### config.mk
export PLATFORM = sky130hd
export DESIGN_NAME = io_lane_starvation_arbiter
export DESIGN_NICKNAME = d
export VERILOG_FILES = /design/src/rtl/core/ilsa_pkg.sv /design/src/rtl/core/io_lane_starvation_arbiter.sv
export SDC_FILE = /design/constraint.sdc
export NUM_CORES = 1
export LEC_CHECK = 0
export BUFFER_PORTS_ARGS = -buffer_cell sky130_fd_sc_hd__buf_2
export CORE_MARGIN = 5
export CORE_UTILIZATION = 30
export CTS_BUF_LIST = sky130_fd_sc_hd__clkbuf_2 sky130_fd_sc_hd__clkbuf_4 sky130_fd_sc_hd__clkbuf_8
export CTS_CLUSTER_DIAMETER = 60
export DETAILED_ROUTE_END_ITERATION = 16
export RECOVER_POWER = 100
export SYNTH_ARGS = -nofsm -noshare
export SYNTH_HDL_FRONTEND = slang
export SYNTH_SLANG_ARGS = --single-unit
### constraint.sdc
create_clock -name clk -period 2.8 [get_ports clk]
set_input_delay 0.56 -clock clk [delete_from_list [all_inputs] [get_ports clk]]
set_output_delay 0.56 -clock clk [all_outputs]
set_load 0.01 [all_outputs]
### src/rtl/core/ilsa_pkg.sv
// ----------------------------------------------------------------------------
// ilsa_pkg
// Shared constants and types for the lane starvation arbiter.
// ----------------------------------------------------------------------------
package ilsa_pkg;

  localparam int unsigned CFG_DATA_W  = 32;
  localparam int unsigned CFG_INDEX_W = 2;
  localparam int unsigned CNT_W       = 32;
  localparam int unsigned BATCH_W     = 16;

  typedef logic [1:0]             lane_t;
  typedef logic [CFG_INDEX_W-1:0] cfg_index_t;
  typedef logic [CFG_DATA_W-1:0]  cfg_data_t;
  typedef logic [CNT_W-1:0]       cnt_t;
  typedef logic [BATCH_W-1:0]     batch_t;

  localparam lane_t LANE_EMERGENCY = 2'd0;
  localparam lane_t LANE_READ      = 2'd1;
  localparam lane_t LANE_WRITE     = 2'd2;
  localparam lane_t LANE_NONE      = 2'd3;

  localparam cfg_index_t REG_STARVE_READ  = 2'd0;
  localparam cfg_index_t REG_STARVE_WRITE = 2'd1;
  localparam cfg_index_t REG_BATCH_READ   = 2'd2;
  localparam cfg_index_t REG_BATCH_WRITE  = 2'd3;

  localparam cnt_t   RST_STARVE_READ  = 32'd5;
  localparam cnt_t   RST_STARVE_WRITE = 32'd20;
  localparam batch_t RST_BATCH_LEN    = 16'd16;
  localparam cnt_t   CNT_MAX          = '1;

endpackage

### src/rtl/core/io_lane_starvation_arbiter.sv
// ----------------------------------------------------------------------------
// io_lane_starvation_arbiter
// An accepted item's result enters the output register in the next cycle.
// Throughput: 1 item per cycle unless out_stall holds the output; the grant
// decision and counter update logic sits between lane state and result regs.
// Reset (rst_n, synchronous): counters and batches zero, limits 5 / 20,
// batch lengths 16, output register empty.
// ----------------------------------------------------------------------------
module io_lane_starvation_arbiter (
  input  logic                 clk,
  input  logic                 rst_n,
  input  logic                 cfg_we,
  input  ilsa_pkg::cfg_index_t cfg_index,
  input  ilsa_pkg::cfg_data_t  cfg_data,
  input  logic                 in_valid,
  output logic                 in_stall,
  input  logic                 in_emergency_ready,
  input  logic                 in_read_ready,
  input  logic                 in_write_ready,
  output logic                 out_valid,
  input  logic                 out_stall,
  output ilsa_pkg::lane_t      out_grant_lane,
  output logic                 out_starvation_served
);
  import ilsa_pkg::*;

  cnt_t   lim_rd_r, lim_wr_r;
  batch_t len_rd_r, len_wr_r;
  cnt_t   byp_rd_r, byp_wr_r, byp_rd_nxt, byp_wr_nxt;
  batch_t bat_rd_r, bat_wr_r, bat_rd_nxt, bat_wr_nxt;
  logic   out_valid_r;
  lane_t  grant_r, grant_nxt;
  logic   served_r, served_nxt;
  logic   accept;
  logic   starve_rd, starve_wr;

  assign in_stall              = out_valid_r & out_stall;
  assign accept                = in_valid & ~in_stall;
  assign out_valid             = out_valid_r;
  assign out_grant_lane        = grant_r;
  assign out_starvation_served = served_r;

  assign starve_rd = in_read_ready  & (byp_rd_r >= lim_rd_r);
  assign starve_wr = in_write_ready & (byp_wr_r >= lim_wr_r);

  always_comb begin
    byp_rd_nxt = byp_rd_r;
    byp_wr_nxt = byp_wr_r;
    bat_rd_nxt = bat_rd_r;
    bat_wr_nxt = bat_wr_r;
    grant_nxt  = LANE_NONE;
    served_nxt = 1'b0;
    if (in_emergency_ready) begin
      grant_nxt = LANE_EMERGENCY;
    end else if (starve_wr || starve_rd) begin
      grant_nxt  = starve_wr ? LANE_WRITE : LANE_READ;
      served_nxt = 1'b1;
      byp_rd_nxt = '0;
      byp_wr_nxt = '0;
      bat_rd_nxt = '0;
      bat_wr_nxt = '0;
    end else if (in_read_ready) begin
      grant_nxt = LANE_READ;
      if (bat_rd_r != '0) begin
        bat_rd_nxt = bat_rd_r - 1'b1;
      end else begin
        bat_rd_nxt = len_rd_r - 1'b1;
        bat_wr_nxt = '0;
      end
      if (byp_wr_r != CNT_MAX) byp_wr_nxt = byp_wr_r + 1'b1;
    end else if (in_write_ready) begin
      grant_nxt = LANE_WRITE;
      if (bat_wr_r != '0) begin
        bat_wr_nxt = bat_wr_r - 1'b1;
      end else begin
        bat_wr_nxt = len_wr_r - 1'b1;
        bat_rd_nxt = '0;
      end
      if (byp_rd_r != CNT_MAX) byp_rd_nxt = byp_rd_r + 1'b1;
    end
  end

  always_ff @(posedge clk) begin
    if (!rst_n) begin
      lim_rd_r    <= RST_STARVE_READ;
      lim_wr_r    <= RST_STARVE_WRITE;
      len_rd_r    <= RST_BATCH_LEN;
      len_wr_r    <= RST_BATCH_LEN;
      byp_rd_r    <= '0;
      byp_wr_r    <= '0;
      bat_rd_r    <= '0;
      bat_wr_r    <= '0;
      out_valid_r <= 1'b0;
    end else begin
      if (cfg_we) begin
        case (cfg_index)
          REG_STARVE_READ:  lim_rd_r <= cfg_data;
          REG_STARVE_WRITE: lim_wr_r <= cfg_data;
          REG_BATCH_READ:   len_rd_r <= cfg_data[BATCH_W-1:0];
          REG_BATCH_WRITE:  len_wr_r <= cfg_data[BATCH_W-1:0];
          default: ;
        endcase
      end
      if (accept) begin
        byp_rd_r <= byp_rd_nxt;
        byp_wr_r <= byp_wr_nxt;
        bat_rd_r <= bat_rd_nxt;
        bat_wr_r <= bat_wr_nxt;
      end
      if (accept) begin
        out_valid_r <= 1'b1;
      end else if (!out_stall) begin
        out_valid_r <= 1'b0;
      end
    end
  end

  always_ff @(posedge clk) begin
    if (accept) begin
      grant_r  <= grant_nxt;
      served_r <= served_nxt;
    end
  end

endmodule
Word-level counts from Yosys, hierarchy flattened
Cells that the tools add are included.
Word-level totals
  flip-flop bits (word level): 132
Operators by class
  add/sub/neg operators: 2
  order comparisons: 2
  equal/unequal tests: 5
  multiplexer cells: 14
  bitwise logic cells: 6
  reduce and logical (&&, ||, !) cells: 10
Operators by type and width (count)
  2-to-1 mux 32 bit: 7
  adder 32 x 1 -> 32 bit, second input constant: 2
  >= comparator 32 bit: 2
  != test 32 bit, second input constant: 2
  nonzero test 2 bit: 4
  2-to-1 mux 2 bit: 3
  AND reduction 5 bit: 1
  AND 1 bit: 4
  2-to-1 mux 1 bit: 4
  != test 2 x 1 -> 1 bit, second input constant: 2
  AND reduction 2 bit: 2
  AND reduction 4 bit: 1
  == test 2 x 1 -> 1 bit, second input constant: 1
  zero test 2 bit: 1
  inverter 1 bit: 2
  logical OR 1 bit: 1

Logic depth before layout (Yosys ltp)
  word-level depth: 5
  gate-level depth with buffers: 11

Least setup slack after synthesis
No wires, ideal clock.
  path type: register to register
  start: register byp_rd_r[0]
  end: register byp_rd_r[8]
  data arrival time: 2.751 ns
  data required time: 2.721 ns
  path slack: -0.030 ns
  cell stages (with the launch flop): 11
  buffers on the path: 1
  period minus slack after synthesis: 2.830 ns
  cells stage by stage: dfxtp_1 inv_1 ha_1 nand2b_4 a2111o_1 a32oi_1 a2111oi_2 or4_4 buf_6 or4_1 o211ai_1
Between the ends
  cells in the longest elaborated chain, start to end: 5
RTL lines
  start: declaration: line io_lane_starvation_arbiter.sv:29  | cnt_t byp_rd_r, byp_wr_r, byp_rd_nxt, byp_wr_nxt;
  start signal: assignment: line io_lane_starvation_arbiter.sv:105  | byp_rd_r <= byp_rd_nxt;
  >= comparator 32 bit or adder 32 x 1 -> 32 bit (tied branches): line io_lane_starvation_arbiter.sv:43, io_lane_starvation_arbiter.sv:79
  AND 1 bit or 2-to-1 mux 32 bit (tied branches): line io_lane_starvation_arbiter.sv:43, io_lane_starvation_arbiter.sv:79
  logical OR 1 bit or 2-to-1 mux 32 bit (tied branches): line io_lane_starvation_arbiter.sv:55, io_lane_starvation_arbiter.sv:71
  != test 2 x 1 -> 1 bit (no source line), or another cell as far along
  AND reduction 5 bit (no source line) or 2-to-1 mux 32 bit (tied branches)
Parallel ways exist; a longest one is shown, timed or not. The select of a mux whose other input is x is not followed.
A chain may end at the register's enable or synchronous reset.

Worst setup path after layout
  start: register byp_rd_r[0]
  end: register byp_wr_r[17]
Between the ends
  cells in the longest elaborated chain, start to end: 5
RTL lines
  >= comparator 32 bit (*): line io_lane_starvation_arbiter.sv:43  | assign starve_rd = in_read_ready & (byp_rd_r >= lim_rd_r);
  AND 1 bit (*): line io_lane_starvation_arbiter.sv:43
  logical OR 1 bit (*): line io_lane_starvation_arbiter.sv:55  | end else if (starve_wr || starve_rd) begin
  nonzero test 2 bit (no source line)
  AND reduction 4 bit (no source line)
  end signal: assignment: line io_lane_starvation_arbiter.sv:106  | byp_wr_r <= byp_wr_nxt;
  end: declaration: line io_lane_starvation_arbiter.sv:29
Every way passes the cells marked *; elsewhere a longest branch is shown, timed or not.

==> flow_summary.json <==
{
  "worst_pin_slew_ns": 1.31,
  "antenna_cells": 0,
  "arrival_ns": 3.24,
  "antenna_found_initial": 0,
  "final_layout_size_suffix_gt1_share_pct": 29.5,
  "worst-path-max-fanout": 6,
  "finalWeightedCongestion": 0.838,
  "rows": 57,
  "gr-total-overflow": 0,
  "p_sw_share_pct": 27.6,
  "ys_warn_count": 0,
  "outcome": "complete, but fails checks",
  "cts_tree": "done",
  "hold_depth": 2,
  "synthTopCellsByCount": "nand2_1 (203), dfxtp_1 (129), a21oi_1 (98), inv_1 (88), ha_1 (66)",
  "critPathRequiredTime_ns": 3.20,
  "grt_max_degree": 39,
  "peakVddDrop_mv": 0.271,
  "combPwrFrac_pct": 17.2,
  "setup_slack_ns": -0.0426,
  "wl_per_cell_um": 15.6,
  "endpoint_kind": "register",
  "p_seq_share_pct": 42.2,
  "p_total_mw": 4.67,
  "cts.sinks": 132,
  "cp_top_family": "simple AND/OR/NAND/NOR gates",
  "gr-usage-met1_pct": 20.3,
  "yosys-top-cells-area": "dfxtp_1 (34%), ha_1 (11%), nand2_1 (10%), a21oi_1 (6.5%), inv_1 (4.4%)",
  "grt_pass1_vias": 6976,
  "dieArea_mm2": 0.0282,
  "critPathSlowestCell": "or4_4",
  "h-tree-depth": 4,
  "start_util_pct": 30.6,
  "synth-simple-area-share_pct": 25.6,
  "grt_use_met2_pct": 26.4,
  "boundaryPins": 47,
  "reg2regPathDepth": 9,
  "crit_buf_inv": 1,
  "fill_cells": 2445,
  "synth_nets": 1071,
  "maxSlewHeadroom_pct": 12.6,
  "synth_seq_area_share_pct": 35.7,
  "criticalPathCategory": "register to register",
  "synth_cell_types": 64,
  "hpwl_um": 16500,
  "area_delta_synth_final_pct": 34.8,
  "vias": 7434,
  "synth_top_cell_by_area": "dfxtp_1",
  "ctsHoldBuffers": 0,
  "nets": 1227,
  "ant_nets": 0,
  "internal_power_mw": 3.38,
  "synth_compound_gate_area_share_pct": 19.9,
  "crit_chain": "inv_2, ha_4, nand2b_4, a2111o_1, a32oi_2, a2111oi_4, or4_4, or4_1, o21ai_1",
  "synth_flop_cell": "dfxtp_1",
  "clock.fmax_mhz": 352,
  "yosys.area_share.adder_pct": 11.0,
  "hp-class": "input port to register",
  "min_period_over_period_pct": 102,
  "stdcell_area_mm2": 0.0101,
  "grt_busiest_layer": "met2",
  "first_pass_iters": 5,
  "dp_slack_ns": -0.266,
  "crit_path_max_incr_delay_ns": 0.66,
  "grt_pass1_wl_um": 36000,
  "cp-start-kind": "register",
  "synth_cells": 963,
  "p_leak_nw": 3.84,
  "cts_root_buffer": "clkbuf_8",
  "die_width_um": 168,
  "finalSetupViolCount": 7,
  "dp_cells": 1409,
  "synth_top_area_share_pct": 34.5,
  "port_buffers": 46,
  "drv_cap": 0,
  "r2r-start": "byp_rd_r[0]",
  "clock_path_buffers": 2,
  "power_density_mw_per_mm2": 462,
  "rsz0062_at_grt": "true",
  "synth.area.mux_share_pct": 1.20,
  "p_switching_mw": 1.29,
  "wl_um": 22800,
  "multi_input_area_mm2": 0.00493,
  "cts_buffers": 17,
  "synth_top_family_by_area": "simple AND/OR/NAND/NOR gates",
  "synthXorXnorAreaFrac_pct": 0,
  "drcViolationCount": 0,
  "fin_crit_ns": 2.84,
  "fin_cells": 1456,
  "insertion_delay_ns": 0.46,
  "drtIter0Drc": 549,
  "synth_seq_cells": 132,
  "synth_area_per_cell_um2": 7.78,
  "rrSetupSlack_ns": -0.04,
  "drv_slew": 0,
  "regToRegEndpoint": "byp_wr_r[17]",
  "async_reset_ff_share_pct": 0,
  "core_mm2": 0.0245,
  "clkPwrFrac_pct": 40.7,
  "synth_most_common_cell": "nand2_1",
  "finalHoldViolations": 0,
  "synth-edff-count": 3,
  "grt_usage_pct": 15.7,
  "placed_area_mm2": 0.00892,
  "grt_use_met3_pct": 2.63,
  "synthesis.area_mm2": 0.00749,
  "crit_start": "byp_rd_r[0]",
  "min_from": "in_valid",
  "avgViaCountPerCell": 5.11,
  "die_y_um": 168,
  "path_clk_slew_ns": 0.08,
  "regArea_mm2": 0.00271,
  "hold_end": "out_valid",
  "violations": "negative setup slack",
  "finalClockSkew_ns": 0.0138
}
[sequential cells by signal, indices dropped and copies added, names as in the netlist]
name	cells
lim_wr_r	32
byp_rd_r	32
out_starvation_served	1
byp_wr_r	32
out_grant_lane	2
out_valid	1
lim_rd_r	32
[kinds of logic after synthesis]
group / count (synthesis)
and+or+nand+nor: 396
DFF: 132
adders and majority gates: 66
buffers and inverters: 129
muxes: 9
AOI/OAI and AO/OA: 231
[cell type report]
type                       count  area share, %
tap                          324           4.01
multi-input combinational    703           48.8
sequential                   132           26.8
inverter                      88           3.27
timing repair buffer         177           12.5
clock buffer                  19           2.53
clock inverter                13           2.02
[worst reg2reg max path, delay by kind of cell (launching register included)]
| family | cells | cell delay, ns |
|---|---|---|
| adders and majority gates | 1 | 0.20 |
| DFF | 1 | 0.35 |
| and+or+nand+nor | 3 | 1.27 |
| buffers and inverters | 1 | 0.06 |
| AOI/OAI and AO/OA | 4 | 0.90 |
[cell usage in the layout (no fill, tap or decap), types with 28 or more instances in the layout]
| master | n |
|---|---|
| buf_4 | 112 |
| a21oi_1 | 89 |
| buf_2 | 41 |
| dfxtp_1 | 98 |
| nand3_1 | 28 |
| inv_1 | 76 |
| dfxtp_2 | 31 |
| nand2_1 | 198 |
| nor2_1 | 30 |
| ha_1 | 47 |
| nand4_1 | 31 |
[worst max path at each step]
stage              endpoint  slack (ns)  cells past startpoint
6_report       byp_wr_r[17]       -0.04                      9
2_1_floorplan   byp_rd_r[8]       0.006                     10
5_1_grt        byp_rd_r[28]       -0.17                     11
3_5_place_dp   byp_wr_r[14]       -0.27                     10
3_3_place_gp   byp_wr_r[14]       -0.20                     10
4_1_cts        byp_rd_r[28]       -0.04                     11
[layer usage]
metal	share of wire [%]	vias to the layer above
li1	-	3731
met1	44	3511
met2	50	153
met3	3.6	39
met4	2.2	0
met5	0	-
[timing repair]
item                                    in CTS  in global routing
gates cloned                                 1                  1
endpoints found under the setup margin      55                 64
gates resized for setup                     47                111
pin swaps                                   26                 36
setup buffers                                3                 12
[power groups by stage]
stage	sequential, mW	clock, mW	combinational [mW]
after global placement	2.00	0	0.677
after CTS	1.97	1.94	0.728
after global routing	1.97	2.02	0.874
after floorplan	2.01	0	0.370
final	1.97	1.90	0.802
after detailed placement	2.01	0	0.685
[per-stage QoR]
| stage | util [%] | hold slack [ns] | TNS (ns) |
|---|---|---|---|
| 2_1_floorplan | - | 0.436 | 0 |
| 4_1_cts | 39.2 | 0.301 | -0.0649 |
| 3_5_place_dp | 36.5 | 0.447 | -4.80 |
| 5_1_grt | 41.3 | 0.312 | -3.40 |
| 6_report | 41.3 | 0.327 | -0.143 |
| 3_3_place_gp | 36.5 | 0.443 | -3.54 |
(Power assumes the default switching activity.)
